<file path="config.mk">
export PLATFORM = sky130hd
export DESIGN_NAME = sgs_sort_cell
export DESIGN_NICKNAME = d
export VERILOG_FILES = /design/src/sv/sgs_pkg.sv /design/src/sv/sgs_sort_cell.sv
export SDC_FILE = /design/constraint.sdc
export NUM_CORES = 1
export LEC_CHECK = 0
export BUFFER_PORTS_ARGS = -buffer_cell sky130_fd_sc_hd__buf_2
export CAP_MARGIN = 20
export CORE_MARGIN = 8
export CORE_UTILIZATION = 46
export DETAILED_ROUTE_END_ITERATION = 7
export PLACE_DENSITY_LB_ADDON = 0.2
export SYNTH_ARGS = -nofsm -noshare
export SYNTH_HDL_FRONTEND = slang
export SYNTH_SLANG_ARGS = --single-unit
</file>
<file path="constraint.sdc">
create_clock -name clk -period 13.57 [get_ports clk]
set_input_delay 2.714 -clock clk [delete_from_list [all_inputs] [get_ports clk]]
set_output_delay 2.714 -clock clk [all_outputs]
set_load 0.01 [all_outputs]
</file>
<file path="src/sv/sgs_pkg.sv">
// ---------------------------------------------------------------------------
// sgs_pkg
// Shared types and constants of the symbol generality selection block.
// ---------------------------------------------------------------------------
package sgs_pkg;

    localparam int CODE_W = 12;
    localparam int OCC_W  = 16;
    localparam int BEN_W  = 16;
    localparam int RANK_W = 16;
    localparam int FACT_W = 8;
    localparam int CFG_IDX_W  = 3;
    localparam int CFG_DATA_W = 16;

    localparam logic [CFG_IDX_W-1:0] CFG_MEASURE_SELECT    = 3'd0;
    localparam logic [CFG_IDX_W-1:0] CFG_BENEVOLENCE_Q8    = 3'd1;
    localparam logic [CFG_IDX_W-1:0] CFG_GENEROSITY_RANK   = 3'd2;
    localparam logic [CFG_IDX_W-1:0] CFG_FIRST_USER_SYMBOL = 3'd3;
    localparam logic [CFG_IDX_W-1:0] CFG_ADD_FACTOR        = 3'd4;

    typedef enum logic [1:0] {
        OP_HOLD,
        OP_LOAD,
        OP_ROTATE,
        OP_CLEAR
    } cell_op_t;

    typedef enum logic [2:0] {
        ST_CLEAR,
        ST_IDLE,
        ST_ACC,
        ST_DRAIN,
        ST_SCAN,
        ST_PROD,
        ST_MIN,
        ST_EMIT
    } state_t;

endpackage

</file>
<file path="src/sv/sgs_sort_cell.sv">
// ---------------------------------------------------------------------------
// sgs_sort_cell
// One slot of the insertion sort chain. Each cell compares the broadcast key
// with its own and either keeps its entry, takes the new key, or takes the
// entry of its left neighbor. It also rotates entries to the left and can be cleared.
// ---------------------------------------------------------------------------
module sgs_sort_cell
    import sgs_pkg::*;
#(
    parameter int KEY_W = 76
) (
    input  logic             clk,
    input  logic             rst_n,
    input  cell_op_t         op,
    input  logic [KEY_W-1:0] ins_key,
    input  logic             prev_lt,
    input  logic             prev_valid,
    input  logic [KEY_W-1:0] prev_key,
    input  logic             next_valid,
    input  logic [KEY_W-1:0] next_key,
    output logic             valid,
    output logic [KEY_W-1:0] key,
    output logic             lt
);

    logic             valid_reg;
    logic [KEY_W-1:0] key_reg;

    assign lt = valid_reg && (key_reg < ins_key);

    always_ff @(posedge clk or negedge rst_n)
    begin
        if (!rst_n)
        begin
            valid_reg <= 1'b0;
        end
        else
        begin
            case (op)
                OP_CLEAR:  valid_reg <= 1'b0;
                OP_LOAD:
                begin
                    if (!lt)
                    begin
                        valid_reg <= prev_lt ? 1'b1 : prev_valid;
                    end
                end
                OP_ROTATE: valid_reg <= next_valid;
                default:   valid_reg <= valid_reg;
            endcase
        end
    end

    always_ff @(posedge clk)
    begin
        case (op)
            OP_LOAD:
            begin
                if (!lt)
                begin
                    key_reg <= prev_lt ? ins_key : prev_key;
                end
            end
            OP_ROTATE: key_reg <= next_key;
            default:   key_reg <= key_reg;
        endcase
    end

    assign valid = valid_reg;
    assign key   = key_reg;

endmodule

</file>
==> impl_metrics.py <==
metrics = {
    "outcome": {
        "status": "completed",
    },
    "synthesis": {
        "syn_inst": 619,
        "syn-num-nets": 932,
        "yosysMostFrequentCell": "nand2_1",
        "synth-seq-area-share_pct": 39.6,
        "synthDistinctLibCells": 35,
        "synthTopCellsByArea": "edfxtp_1, ha_1, mux2i_1, o21ai_0, nand2_1",
        "synthArstFlopShare_pct": 1.30,
        "yosysWarnings": 0,
        "avgSynthCellArea_um2": 9.42,
        "synth_edf_count": 76,
        "synth_ff_type": "edfxtp_1",
        "ys_seq_elements": 77,
        "yosys.area.top_type": "edfxtp_1",
        "synthTopCellsByCount": "nand2_1, o21ai_0, ha_1, inv_1",
        "synth_top_cell_area_share_pct": 39.2,
        "syn-cell-area_um2": 5830,
    },
    "route": {
        "via_per_inst": 4.97,
        "drtIter0Drc": 225,
        "drtAntennaViolNets": 0,
        "wl_met2_um": 9340,
        "drc": 0,
        "met3WireLength_um": 1550,
        "dr.max_layer_used": "met5",
        "dr_total_vias": 5446,
        "m1WireLength_um": 7060,
        "dr.pass1.iters": 4,
        "wl_um": 18300,
        "routedWlPerCell_um": 16.7,
    },
    "sta": {
        "relSlewSlack_pct": 31.3,
        "fin_skew_ns": 0.00609,
        "grt_setup_unrepaired": "false",
        "setup_tns_ns": 0,
        "fin_crit_sh_pct": 56.4,
        "drv_slew": 0,
        "worst_pin_slew_ns": 1.03,
        "hold_ws_ns": 0.661,
        "setup_violations": 0,
        "finalHoldViolations": 0,
        "min_period_ns": 7.65,
        "fmax_mhz": 131,
    },
    "hold_path": {
        "hold_path_class": "reg2reg",
    },
    "worst_setup_path": {
        "cp_data_arrival_time_ns": 4.94,
        "slowest_delay_ns": 0.46,
        "crit_top_cell": "buf_2",
        "crit_slowest_cell": "nor3_1",
        "worstPathCellList": "buf_2 -> inv_1 -> ha_1 -> a21o_1 -> a211oi_1 -> o211ai_1 -> o2111ai_1 -> a21oi_1 -> nor3_1 -> buf_2",
        "critPathLaunchType": "primary input",
        "crit_fanout": 3,
        "endpoint_kind": "output pin",
        "crit_type": "in2out",
        "crit_required_ns": 10.86,
    },
    "global_routing": {
        "grt_pass1_wl_um": 27700,
        "grt-ovfl-total": 0,
        "grt_max_degree": 80,
        "grtUsageTotal_pct": 21.4,
        "antenna_found_initial": 2,
        "grt_pass1_vias": 5493,
    },
    "power_and_ir_drop": {
        "power_switching_mw": 0.232,
        "pwr-share-comb_pct": 25.4,
        "leakage_nw": 4.12,
        "p_int_mw": 0.597,
        "ir_worst_vdd_uv": 79.9,
        "seqPwrFrac_pct": 37.9,
        "pwr-share-clk_pct": 36.6,
        "powerDensity_nw_per_um2": 105,
        "p_sw_share_pct": 28.0,
    },
    "clock_tree": {
        "cts_tree": "done",
        "clkSinkCount": 77,
        "htreeDepth": 3,
        "cts_made_buffers": 9,
        "cts_root_buf": "clkbuf_16",
        "path_clk_slew_ns": 0.06,
        "clock_path_buffers": 2,
        "post_cts_buffers": 0,
        "cts_resized": 0,
        "clk_latency_ns": 0.34,
        "postCtsHoldBufs": 0,
    },
    "place": {
        "globalplace.congestion": 0.861,
        "dp_hpwl_um": 15000,
        "port_buffers": 312,
    },
    "cells_and_area": {
        "area_growth_pct": 35.9,
        "n_antenna_cell": 0,
        "multi_input_area_um2": 3150,
        "seq_area_um2": 2310,
        "largest_reg_flops": 76,
        "fillers": 1143,
        "fin_util_pct": 63.3,
        "drive_gt1_share_pct": 36.1,
        "nNetsFinal": 1232,
    },
    "die": {
        "die_w_um": 129,
        "io_pins": 313,
        "die_area_um2": 16500,
        "coreArea_um2": 12500,
        "start_util_pct": 46.6,
        "fp.dieH_um": 129,
        "rows": 41,
    },
    "run": {
        "maxCapViolCount": 0,
    },
}
-- power by group through the flow --
stage | logic, mW | clock network [mW] | registers [mW]
finish | 0.211 | 0.303 | 0.314
global route | 0.237 | 0.316 | 0.318
CTS | 0.214 | 0.307 | 0.315
floorplan | 0.101 | 0 | 0.336
detailed placement | 0.212 | 0 | 0.319
global placement | 0.209 | 0 | 0.318
-- kinds of logic (layout without fill, tap and decap cells) --
group | count (synthesis) | count (layout) | synth area share [%]
DFF | 77 | 77 | 39.6
muxes | 76 | 76 | 13.1
adders and majority gates | 78 | 78 | 16.7
buffers and inverters | 104 | 409 | 6.81
AOI/OAI and AO/OA | 141 | 141 | 13.4
and+or+nand+nor | 143 | 143 | 10.4
-- layout by cell type (no fill, tap or decap), types with 2 or more instances in the layout --
master and count:
nor3_1 7, edfxtp_1 76, a211oi_1 3, mux2i_1 76
a21o_1 7, bufinv_16 4, nand3_1 5, nand4_1 13
inv_1 78, clkbuf_16 9, o211ai_1 2, a221o_1 2
buf_4 4, ha_1 77, a21oi_1 30, nand2b_1 2
o21ai_0 87, buf_2 311, nand2_1 98, nor4_1 2
nor2_1 12
-- stage by stage --
step	setup WS (ns)	area, um2	cells	power [mW]
CTS	5.92	7920	1096	0.835
detailed placement	5.94	7550	1080	0.532
floorplan	3.40	5830	619	0.436
finish	5.92	7920	1096	0.828
global placement	6.03	7550	1080	0.527
global route	5.76	7920	1096	0.870
-- final cells by class --
type                       instances  area share (%)
timing repair buffer             315            20.0
tap                              172            2.72
inverter                          78            3.70
sequential                        77            29.1
clock inverter                     6            1.69
clock buffer                      10            3.02
multi-input combinational        438            39.7
-- critical path: cells and delay by family --
family / cells / cell delay (ns)
simple gates: 1 / 0.46
fa+ha+maj: 1 / 0.29
compound gates: 5 / 1.08
buf+inv: 3 / 0.38
-- per-layer routing --
metal | GRT usage, % | vias up
met2 | 38.1 | 191
met3 | 6.95 | 27
met1 | 23.6 | 2415
met5 | 0 | -
li1 | - | 2809
met4 | 7.39 | 4
-- worst paths after layout --
path	from	to	slack [ns]	cells past startpoint
hold reg to reg	valid$_DFFE_PN0P_	valid$_DFFE_PN0P_	0.66	2
max in group asynchronous	rst_n	valid$_DFFE_PN0P_	11.35	1
hold / removal	valid$_DFFE_PN0P_	valid$_DFFE_PN0P_	0.66	2
min in group asynchronous	rst_n	valid$_DFFE_PN0P_	2.13	1
setup / recovery	ins_key[10]	lt	5.92	10
setup reg to reg	key[27]$_DFFE_PP_	key[33]$_DFFE_PP_	9.98	8
Power figures use the tool's default switching activity.
