===== config.mk =====
export PLATFORM = sky130hd
export DESIGN_NAME = sgs_collect_cell
export DESIGN_NICKNAME = d
export VERILOG_FILES = /design/src/sv/sgs_pkg.sv /design/src/sv/sgs_collect_cell.sv
export SDC_FILE = /design/constraint.sdc
export NUM_CORES = 1
export LEC_CHECK = 0
export ABC_AREA = 1
export ABC_CLOCK_PERIOD_IN_PS = 1720
export BUFFER_PORTS_ARGS = -buffer_cell sky130_fd_sc_hd__buf_2
export CAP_MARGIN = 10
export CORE_MARGIN = 4
export CORE_UTILIZATION = 43
export CTS_CLUSTER_DIAMETER = 80
export CTS_CLUSTER_SIZE = 40
export DETAILED_ROUTE_END_ITERATION = 8
export PLACE_DENSITY = 0.83
export REMOVE_ABC_BUFFERS = 1
export SYNTH_ARGS = -nofsm -noshare
export SYNTH_HDL_FRONTEND = slang
export SYNTH_SLANG_ARGS = --single-unit

===== constraint.sdc =====
create_clock -name clk -period 1.72 [get_ports clk]
set_input_delay 0.172 -clock clk [delete_from_list [all_inputs] [get_ports clk]]
set_output_delay 0.172 -clock clk [all_outputs]
set_load 0.005 [all_outputs]

===== src/sv/sgs_pkg.sv =====
// ---------------------------------------------------------------------------
// sgs_pkg
// Shared types and constants of the symbol generality selection block.
// ---------------------------------------------------------------------------
package sgs_pkg;

    localparam int CODE_W = 12;
    localparam int OCC_W  = 16;
    localparam int BEN_W  = 16;
    localparam int RANK_W = 16;
    localparam int FACT_W = 8;
    localparam int CFG_IDX_W  = 3;
    localparam int CFG_DATA_W = 16;

    localparam logic [CFG_IDX_W-1:0] CFG_MEASURE_SELECT    = 3'd0;
    localparam logic [CFG_IDX_W-1:0] CFG_BENEVOLENCE_Q8    = 3'd1;
    localparam logic [CFG_IDX_W-1:0] CFG_GENEROSITY_RANK   = 3'd2;
    localparam logic [CFG_IDX_W-1:0] CFG_FIRST_USER_SYMBOL = 3'd3;
    localparam logic [CFG_IDX_W-1:0] CFG_ADD_FACTOR        = 3'd4;

    typedef enum logic [1:0] {
        OP_HOLD,
        OP_LOAD,
        OP_ROTATE,
        OP_CLEAR
    } cell_op_t;

    typedef enum logic [2:0] {
        ST_CLEAR,
        ST_IDLE,
        ST_ACC,
        ST_DRAIN,
        ST_SCAN,
        ST_PROD,
        ST_MIN,
        ST_EMIT
    } state_t;

endpackage


===== src/sv/sgs_collect_cell.sv =====
// ---------------------------------------------------------------------------
// sgs_collect_cell
// One slot of the clause collection chain: takes a new code from its left
// neighbor on append and hands its code to the left while draining.
// ---------------------------------------------------------------------------
module sgs_collect_cell
    import sgs_pkg::*;
(
    input  logic              clk,
    input  cell_op_t          op,
    input  logic [CODE_W-1:0] prev_code,
    input  logic [CODE_W-1:0] next_code,
    input  logic [CODE_W-1:0] probe_code,
    output logic [CODE_W-1:0] code,
    output logic              match
);

    logic [CODE_W-1:0] code_reg;

    always_ff @(posedge clk)
    begin
        case (op)
            OP_LOAD:   code_reg <= prev_code;
            OP_ROTATE: code_reg <= next_code;
            default:   code_reg <= code_reg;
        endcase
    end

    assign code  = code_reg;
    assign match = (code_reg == probe_code);

endmodule


==> results of run 1 <==
-- logic make-up after synthesis --
group | Yosys count
flops | 12
simple gates | 24
mux | 12
xor+xnor | 7
fa+ha+maj | 1
buf+inv | 13
-- per-layer routing --
metal | up-vias | GRT usage (%)
met5 | - | 0
met4 | 0 | 8.295
met3 | 2 | 3.313
met2 | 32 | 24.89
met1 | 277 | 13.13
li1 | 331 | -
-- path summary, 6_finish.rpt --
kind	cells past startpoint	startpoint	slack, ns	endpoint
worst max-delay path	6	code[3]$_DFFE_PP_	0.30	match
worst min-delay path	2	prev_code[8]	0.21	code[8]$_DFFE_PP_
-- Yosys cell counts (all sizes together) --
master,count
buf,1
edfxtp,12
ha,1
inv,12
mux2,12
nand2,20
nand4,1
nor2,3
xnor2,7
-- power by group through the flow --
stage | sequential (mW) | combinational, mW | clock, mW
3_5_place_dp | 0.408 | 0.220 | 0
5_1_grt | 0.407 | 0.237 | 0.181
3_3_place_gp | 0.406 | 0.210 | 0
6_report | 0.402 | 0.217 | 0.164
2_1_floorplan | 0.412 | 0.107 | 0
4_1_cts | 0.402 | 0.221 | 0.173
-- layout make-up --
class                   instances  area, um^2
well taps                      16       20.02
flip-flops and latches         12       360.3
multi-input cells              44       339.1
clock buffers                   3       22.52
fillers                       128       514.2
repair buffers                 52       275.3
inverters                      12       45.04
-- placed cells by master (no fill, tap or decap) --
| master | n |
|---|---|
| mux2_4 | 10 |
| buf_12 | 1 |
| nand2_1 | 20 |
| mux2_2 | 2 |
| nor2_1 | 3 |
| nand4_1 | 1 |
| ha_1 | 1 |
| inv_1 | 12 |
| buf_2 | 51 |
| xnor2_1 | 7 |
| clkbuf_4 | 3 |
| edfxtp_1 | 12 |
==> results.ini, run 1 <==
[sta]
period_share_pct=82.40
grt_setup_unrepaired=no
max_freq_ghz=0.7056
hold_violations=0
slew_viol_final=0
setup_viol=0
setup_slack_ns=0.3027
setup_tns_ns=0
slew-limit-headroom_pct=68.81
worst_pin_slew_ns=0.4674
min_period_ns=1.417
fin_hold_ws_ns=0.2056

[worst_setup_path]
worst-path-max-fanout=2
critPathLaunchType=flop
crit_chain=xnor2_1 -> nand2_1 -> nor2_1 -> nand2_1 -> nor2_1 -> buf_2
critical-path-top-delay-family=flip-flops
cp.required_ns=1.55
endpoint_kind=output pin
worstPathArrival_ns=1.25
slowest_stage=edfxtp_1
cp_slowest_stage_delay_ns=0.41
crit_type=reg2out
crit_buf_inv=1

[grt]
grt_pass1_vias=633
antenna_found_initial=0
track_usage_pct=13.43
grt_pass1_wl_mm=2.484
grt_max_degree=13
grt_overflow=0

[synthesis]
synthAdderAreaFrac_pct=1.656
yosys.area_share.simple_pct=12.25
synth.avg_cell_area_um2=10.95
yosys_warnings=0
yosysTopAreaCellShare_pct=47.68
ys_types=10
yosysSeqAreaShare_pct=47.68
ys_ff_latch=12
synthTopCellsByArea=edfxtp_1 (48%), mux2_4 (20%), nand2_1 (9.9%), xnor2_1 (8.1%), inv_1 (6.0%)
synth_xor_area_share_pct=8.113
yosysTopAreaCell=edfxtp_1
synth_compound_area_share_pct=0
muxShareOfSynthArea_pct=22.85
synth_cells=69
synthesis.area_um2=755.7
synth_top_family_by_area=multiplexers

[drt]
drc=0
drt_first_iter_violations=4
drt-met1-wl_um=627
routed.top_layer=met4
first_pass_iters=3
dr_wl_met2_um=874
antenna_left=0
route.met3.wl_um=161
wl_mm=1.682
via_per_inst=4.619
route.vias.total=642
wl_per_cell_um=12.10

[pwr]
power_frac_seq_pct=51.3
p_per_area_mw_per_mm2=736.9
clkPwrFrac_pct=20.9
leakagePower_nw=0.5660
switchingPower_mw=0.2007
power_frac_comb_pct=27.7
total_power_mw=0.7828
peakVddDrop_mv=0.4877
power.internal_mw=0.5821
swShare_pct=25.64

[final_layout]
fin_util_pct=67.38
final_area_mm2=0.001062
area_growth_pct=40.56
antenna_cells=0
largest_register_ffs=12
drive_gt1_share_pct=54.47
fin_nets=165
layout.cells.non_filler=139

[clocking]
cts_tree=done
cts.sinks=12
htree_levels=1
postCtsHoldBufs=0
cts-root-to-sink-buffers=2
cts_setup_buffers=0
clk_pin_slew_ns=0.07
ctsResizeCount=0
cts-root-buf=clkbuf_4
numCtsBuffers=3

[die]
ios=52
dieHeight_um=49.92
die-area_mm2=0.002492
coreArea_mm2=0.001577
std_cell_rows=14
start_util_pct=47.94
dieWidth_um=49.92

[worst_hold_path]
hp-class=in2reg

[placement]
place_ws_ns=0.3444
portBuffers=51
dpl-instance-area_mm2=0.001040
dp_hpwl_mm=1.442
place_congestion=0.6343
post-place-cells=136

[status]
status=finished, final reports clean

[job]
maxCapViolCount=0

Power figures use the tool's default switching activity.
==> run 2, diff against run 1 <==
--- a/config.mk
+++ b/config.mk
@@ -5,16 +5,16 @@
 export SDC_FILE = /design/constraint.sdc
 export NUM_CORES = 1
 export LEC_CHECK = 0
-export ABC_AREA = 1
-export ABC_CLOCK_PERIOD_IN_PS = 1720
+export ABC_AREA = 0
+export ABC_CLOCK_PERIOD_IN_PS = 1400
 export BUFFER_PORTS_ARGS = -buffer_cell sky130_fd_sc_hd__buf_2
 export CAP_MARGIN = 10
 export CORE_MARGIN = 4
-export CORE_UTILIZATION = 43
+export CORE_UTILIZATION = 38
 export CTS_CLUSTER_DIAMETER = 80
 export CTS_CLUSTER_SIZE = 40
 export DETAILED_ROUTE_END_ITERATION = 8
-export PLACE_DENSITY = 0.83
+export PLACE_DENSITY = 0.77
 export REMOVE_ABC_BUFFERS = 1
 export SYNTH_ARGS = -nofsm -noshare
 export SYNTH_HDL_FRONTEND = slang
==> constraint.sdc (replaced) <==
create_clock -name clk -period 1.4 [get_ports clk]
set_input_delay 0.14 -clock clk [delete_from_list [all_inputs] [get_ports clk]]
set_output_delay 0.14 -clock clk [all_outputs]
set_load 0.005 [all_outputs]
==> results.ini, run 2 <==
[final_layout]
fin_nets=141  ; -15%
drive_gt1_share_pct=68.00  ; +14 points
largest_register_ffs=12  ; unchanged
regArea_um2=360.3  ; unchanged
layout_common_cells=buf_2 (51), xnor2_1 (12), edfxtp_1 (12)
area_growth_pct=47.47
final_common_cell=buf_2
multi_input_area_um2=314.1  ; -7.4%
fillers=153  ; +20%
antenna_cells=0  ; unchanged

[pwr]
leakagePower_nw=0.4759  ; -16%
p_per_area_mw_per_mm2=938.2  ; +27%
peakVddDrop_mv=0.6184  ; +27%

[synthesis]
yosysTopAreaCellShare_pct=51.99  ; +4.3 points
yosysTopAreaCell=edfxtp_1
ys_types=9  ; -1
synth_top_flop_cell=edfxtp_1
synth_commonest_cells=edfxtp_1 (12), xnor2_1 (12), mux2_4 (10), nand4_1 (3)
yosysSeqAreaShare_pct=51.99  ; +4.3 points
synthTopCellsByArea=edfxtp_1 (52%), mux2_4 (22%), xnor2_1 (15%), mux2_2 (3.2%), nand4_1 (2.7%)
synth_edf_count=12  ; unchanged
ys_async_sr_fraction_pct=0  ; unchanged
synthesis.area_um2=693.2  ; -8.3%
ys_ff_latch=12  ; unchanged
synth.avg_cell_area_um2=15.75  ; +44%
yosys_warnings=0  ; unchanged
synth_cells=44  ; -36%

[die]
coreArea_mm2=0.001727  ; +9.5%
ios=52  ; unchanged
start_util_pct=40.14  ; -7.8 points
dieWidth_um=50.71  ; +1.6%
die-area_mm2=0.002572  ; +3.2%
std_cell_rows=15  ; +1
dieHeight_um=50.71  ; +1.6%

[drt]
drt_first_iter_violations=8  ; +4
via_per_inst=4.296  ; -7.0%
antenna_left=0  ; unchanged
route.vias.total=537  ; -16%
first_pass_iters=4  ; +1
wl_per_cell_um=11.32  ; -6.5%
drc=0  ; unchanged
wl_mm=1.415  ; -16%

[sta]
grt_setup_unrepaired=yes
setup_viol=0  ; unchanged
fin_hold_ws_ns=0.1721  ; -0.03344 ns
min_period_ns=1.399
setup_slack_ns=0.0009862  ; -0.3018 ns
worst_pin_slew_ns=0.4300  ; -0.03737 ns
max_freq_ghz=0.7148
slew_viol_final=0  ; unchanged
slew-limit-headroom_pct=71.30  ; +2.5 points
hold_violations=0  ; unchanged
period_share_pct=99.93

[grt]
track_usage_pct=10.55  ; -2.9 points
grt_pass1_wl_mm=2.007  ; -19%
grt_max_degree=13  ; unchanged
grt_overflow=0  ; unchanged
antenna_found_initial=0  ; unchanged
grt_pass1_vias=508  ; -20%

[worst_setup_path]
critPathLaunchType=flop
cp.required_ns=1.26  ; -0.29 ns
endpoint_kind=output pin
crit_buf_inv=1  ; unchanged
crit_type=reg2out
critical-path-top-delay-family=flip-flops
crit_chain=xnor2_1 -> nand4_1 -> nor3_1 -> buf_2
slowest_stage=edfxtp_1
worst-path-max-fanout=2  ; unchanged
worstPathArrival_ns=1.26  ; about the same
cp_slowest_stage_delay_ns=0.40  ; about the same

[clocking]
htree_levels=1  ; unchanged
ctsResizeCount=0  ; unchanged
cts_tree=done
cts.sinks=12  ; unchanged
numCtsBuffers=3  ; unchanged
cts-root-buf=clkbuf_4
cts-root-to-sink-buffers=2  ; unchanged
clk_pin_slew_ns=0.07  ; about the same

[placement]
place_ws_ns=0.1708  ; -0.1737 ns
dp_hpwl_mm=1.239  ; -14%
portBuffers=51  ; unchanged
place_congestion=0.5666  ; -11%

[job]
maxCapViolCount=0  ; unchanged

[status]
status=finished, final reports clean

[worst_hold_path]
hp-class=in2reg

## run 2: cell count changes in the layout (fill, tap and decap cells not counted), moves of 2 or more
cell,delta
nand2_1,-20
nand4_1,+2
xnor2_1,+5
nor2_1,-3
inv_1,-10
## run 2: logic make-up (layout without fill, tap and decap cells)
kind of cell  Yosys count  count (layout)  share of synthesized area [%]
xor+xnor               12              12                          15.16
fa+ha+maj               1               1                          1.805
buf+inv                 3              59                          2.708
flops                  12              12                          51.99
mux                    12              12                          24.91
simple gates            4               4                          3.429
## run 2: power breakdown
group,switching (mW),internal (mW)
clock network,0.108,0.103
registers,0.0352,0.460
logic,0.0912,0.162
## run 2: layout make-up
class	count	share of cell area, %
Tap cell	25	3.060
Multi-Input combinational cell	29	30.72
Clock inverter	1	0.3672
Clock buffer	3	2.203
Sequential cell	12	35.25
Inverter	2	0.7344
Timing Repair Buffer	53	27.66
## run 2: through the flow
| stage | TNS [ns] | power, mW | util [%] | std cells | instance area (um^2) |
|---|---|---|---|---|---|
| global route | -0.1055 | 1.009 | 59.20 | 125 | 1022 |
| finish | 0 | 0.9590 | 59.20 | 125 | 1022 |
| CTS | -0.004132 | 0.9641 | 59.20 | 125 | 1022 |
| floorplan | 0 | 0.6258 | - | 43 | 681.9 |
| global placement | 0 | 0.7453 | 57.25 | 120 | 988.4 |
| detailed placement | 0 | 0.7570 | 57.25 | 120 | 988.4 |
## run 2: what timing repair did
item                                    CTS  global route
pin swaps                                 4             2
endpoints found under the hold margin     0             0
setup buffers                             1             0
endpoints found under the setup margin    1             1
hold buffers                              0             0
## run 2: per-layer routing
metal | GRT usage (%) | share of wire [%] | routed length, um | vias up
met3 | 4.154 | 11 | 154 | 2
met2 | 18.91 | 54 | 761 | 28
met1 | 10.37 | 34 | 477 | 234
met5 | 0 | 0 | 0 | -
met4 | 5.381 | 1.6 | 22 | 0
li1 | - | - | - | 273
## run 2: final timing paths
kind,slack [ns],to,cells past startpoint,start
worst max-delay path,0.001,match,4,code[4]$_DFFE_PP_
worst min-delay path,0.17,code[0]$_DFFE_PP_,2,next_code[0]
==> run 3, diff against run 2 <==
--- a/config.mk
+++ b/config.mk
@@ -8,13 +8,12 @@
 export ABC_AREA = 0
 export ABC_CLOCK_PERIOD_IN_PS = 1400
 export BUFFER_PORTS_ARGS = -buffer_cell sky130_fd_sc_hd__buf_2
-export CAP_MARGIN = 10
 export CORE_MARGIN = 4
-export CORE_UTILIZATION = 38
+export CORE_UTILIZATION = 35
 export CTS_CLUSTER_DIAMETER = 80
 export CTS_CLUSTER_SIZE = 40
 export DETAILED_ROUTE_END_ITERATION = 8
-export PLACE_DENSITY = 0.77
+export PLACE_DENSITY = 0.71
 export REMOVE_ABC_BUFFERS = 1
 export SYNTH_ARGS = -nofsm -noshare
 export SYNTH_HDL_FRONTEND = slang
==> results.ini, run 3 (synthesis results as in run 2) <==
[die]
die-area_mm2=0.002756  ; +7.2%
ios=52  ; unchanged
start_util_pct=38.47  ; -1.7 points
dieWidth_um=52.50  ; +3.5%
std_cell_rows=15  ; unchanged
dieHeight_um=52.50  ; +3.5%
coreArea_mm2=0.001802  ; +4.3%

[drt]
antenna_left=0  ; unchanged
via_per_inst=4.408  ; +2.6%
drt_first_iter_violations=1  ; -7
first_pass_iters=4  ; unchanged
wl_mm=1.467  ; +3.7%
route.vias.total=551  ; +2.6%
drc=0  ; unchanged
wl_per_cell_um=11.74  ; +3.7%

[final_layout]
final_area_mm2=0.001022  ; unchanged
antenna_cells=0  ; unchanged
multi_input_area_um2=314.1  ; unchanged
fillers=168  ; +9.8%
area_growth_pct=47.47  ; unchanged
fin_nets=141  ; unchanged
layout.cells.non_filler=125  ; unchanged
layout_common_cells=buf_2 (51), xnor2_1 (12), edfxtp_1 (12)
regArea_um2=360.3  ; unchanged
largest_register_ffs=12  ; unchanged
fin_util_pct=56.74  ; -2.5 points
drive_gt1_share_pct=68.00  ; unchanged
final_common_cell=buf_2

[worst_setup_path]
crit_type=reg2out
worst-path-max-fanout=2  ; unchanged
critPathLaunchType=flop
worstPathArrival_ns=1.23  ; -0.03 ns
cp.required_ns=1.26  ; about the same
endpoint_kind=output pin

[clocking]
cts.sinks=12  ; unchanged
cts-root-to-sink-buffers=2  ; unchanged
cts-root-buf=clkbuf_4
htree_levels=1  ; unchanged
numCtsBuffers=3  ; unchanged
ctsResizeCount=0  ; unchanged
postCtsHoldBufs=0  ; unchanged
cts_tree=done
clk_pin_slew_ns=0.07  ; about the same

[status]
status=finished, final reports clean

[worst_hold_path]
hold_path_end=code[6]$_DFFE_PP_
worst_hold_path.num_cells=2  ; unchanged
hp-class=in2reg
min_from=next_code[6]

[pwr]
p_per_area_mw_per_mm2=927.6  ; -1.1%
switchingPower_mw=0.2235  ; -4.7%
power_frac_seq_pct=52.0  ; +0.4 points
power_frac_comb_pct=26.8  ; +0.4 points
total_power_mw=0.9482  ; -1.1%
leakagePower_nw=0.4759  ; unchanged
power.internal_mw=0.7247  ; about the same
swShare_pct=23.57  ; -0.87 points
peakVddDrop_mv=0.5520  ; -11%
clkPwrFrac_pct=21.2  ; -0.8 points

[sta]
slew_viol_final=0  ; unchanged
hold_violations=0  ; unchanged
setup_tns_ns=0  ; unchanged
slew-limit-headroom_pct=72.16  ; +0.85 points
setup_viol=0  ; unchanged
max_freq_ghz=0.7301  ; +2.1%
grt_setup_unrepaired=yes
min_period_ns=1.370  ; -0.02937 ns
period_share_pct=97.83  ; -2.1 points
worst_pin_slew_ns=0.4172  ; -0.01280 ns

[grt]
grt_pass1_wl_mm=2.104  ; +4.8%
grt_max_degree=13  ; unchanged
track_usage_pct=10.61  ; +0.065 points
grt_pass1_vias=554  ; +9.1%
grt_overflow=0  ; unchanged
antenna_found_initial=0  ; unchanged

[job]
maxCapViolCount=0  ; unchanged

[placement]
portBuffers=51  ; unchanged
dpl-instance-area_um2=988.4  ; unchanged
place_congestion=0.7603  ; +34%
post-place-cells=120  ; unchanged

## run 3: area by class of cell
cell class	count	area share (%)
multi-input cells	29	30.72
inverters	2	0.7344
flip-flops and latches	12	35.25
clock inverters	1	0.3672
well taps	25	3.060
repair buffers	53	27.66
clock buffers	3	2.203
## run 3: layer usage
metal	vias up	routed length, um	global-route usage (%)
li1	275	-	-
met1	248	482	9.912
met2	24	802	19.42
met3	4	146	3.704
met4	0	35	6.383
met5	-	0	0
## run 3: power groups by stage
| stage | logic, mW | clock network (mW) | registers, mW |
|---|---|---|---|
| 2_1_floorplan | 0.120 | 0 | 0.505 |
| 3_3_place_gp | 0.248 | 0 | 0.502 |
| 3_5_place_dp | 0.253 | 0 | 0.502 |
| 4_1_cts | 0.254 | 0.206 | 0.494 |
| 5_1_grt | 0.280 | 0.227 | 0.499 |
| 6_report | 0.254 | 0.201 | 0.493 |
## run 3: critical path: stages (launching register included)
cell	delay (ns)
edfxtp_1	0.41
xnor2_1	0.15
nand4_1	0.10
nor3_1	0.17
buf_2	0.14
## run 3: worst max path at each step
| stage | start | to | cells after the start | slack [ns] |
|---|---|---|---|---|
| floorplan | op[0] | code[10]$_DFFE_PP_ | 3 | 0.06 |
| global placement | op[0] | code[4]$_DFFE_PP_ | 4 | 0.19 |
| detailed placement | op[0] | code[11]$_DFFE_PP_ | 5 | 0.15 |
| CTS | code[7]$_DFFE_PP_ | match | 4 | 0.01 |
| global route | code[7]$_DFFE_PP_ | match | 4 | -0.08 |
| finish | code[7]$_DFFE_PP_ | match | 4 | 0.03 |
## run 3: what timing repair did
action / in CTS / in global routing
buffers inserted: 0 / 1
endpoints found under the setup margin: 1 / 1
pin swaps: 3 / 1
## run 3: through the flow
stage	hold slack [ns]	setup slack [ns]
final	0.1781	0.03036
after global routing	0.1738	-0.08007
after CTS	0.1723	0.01301
after detailed placement	0.4451	0.1538
after global placement	0.4420	0.1898
after floorplan	0.3575	0.05854
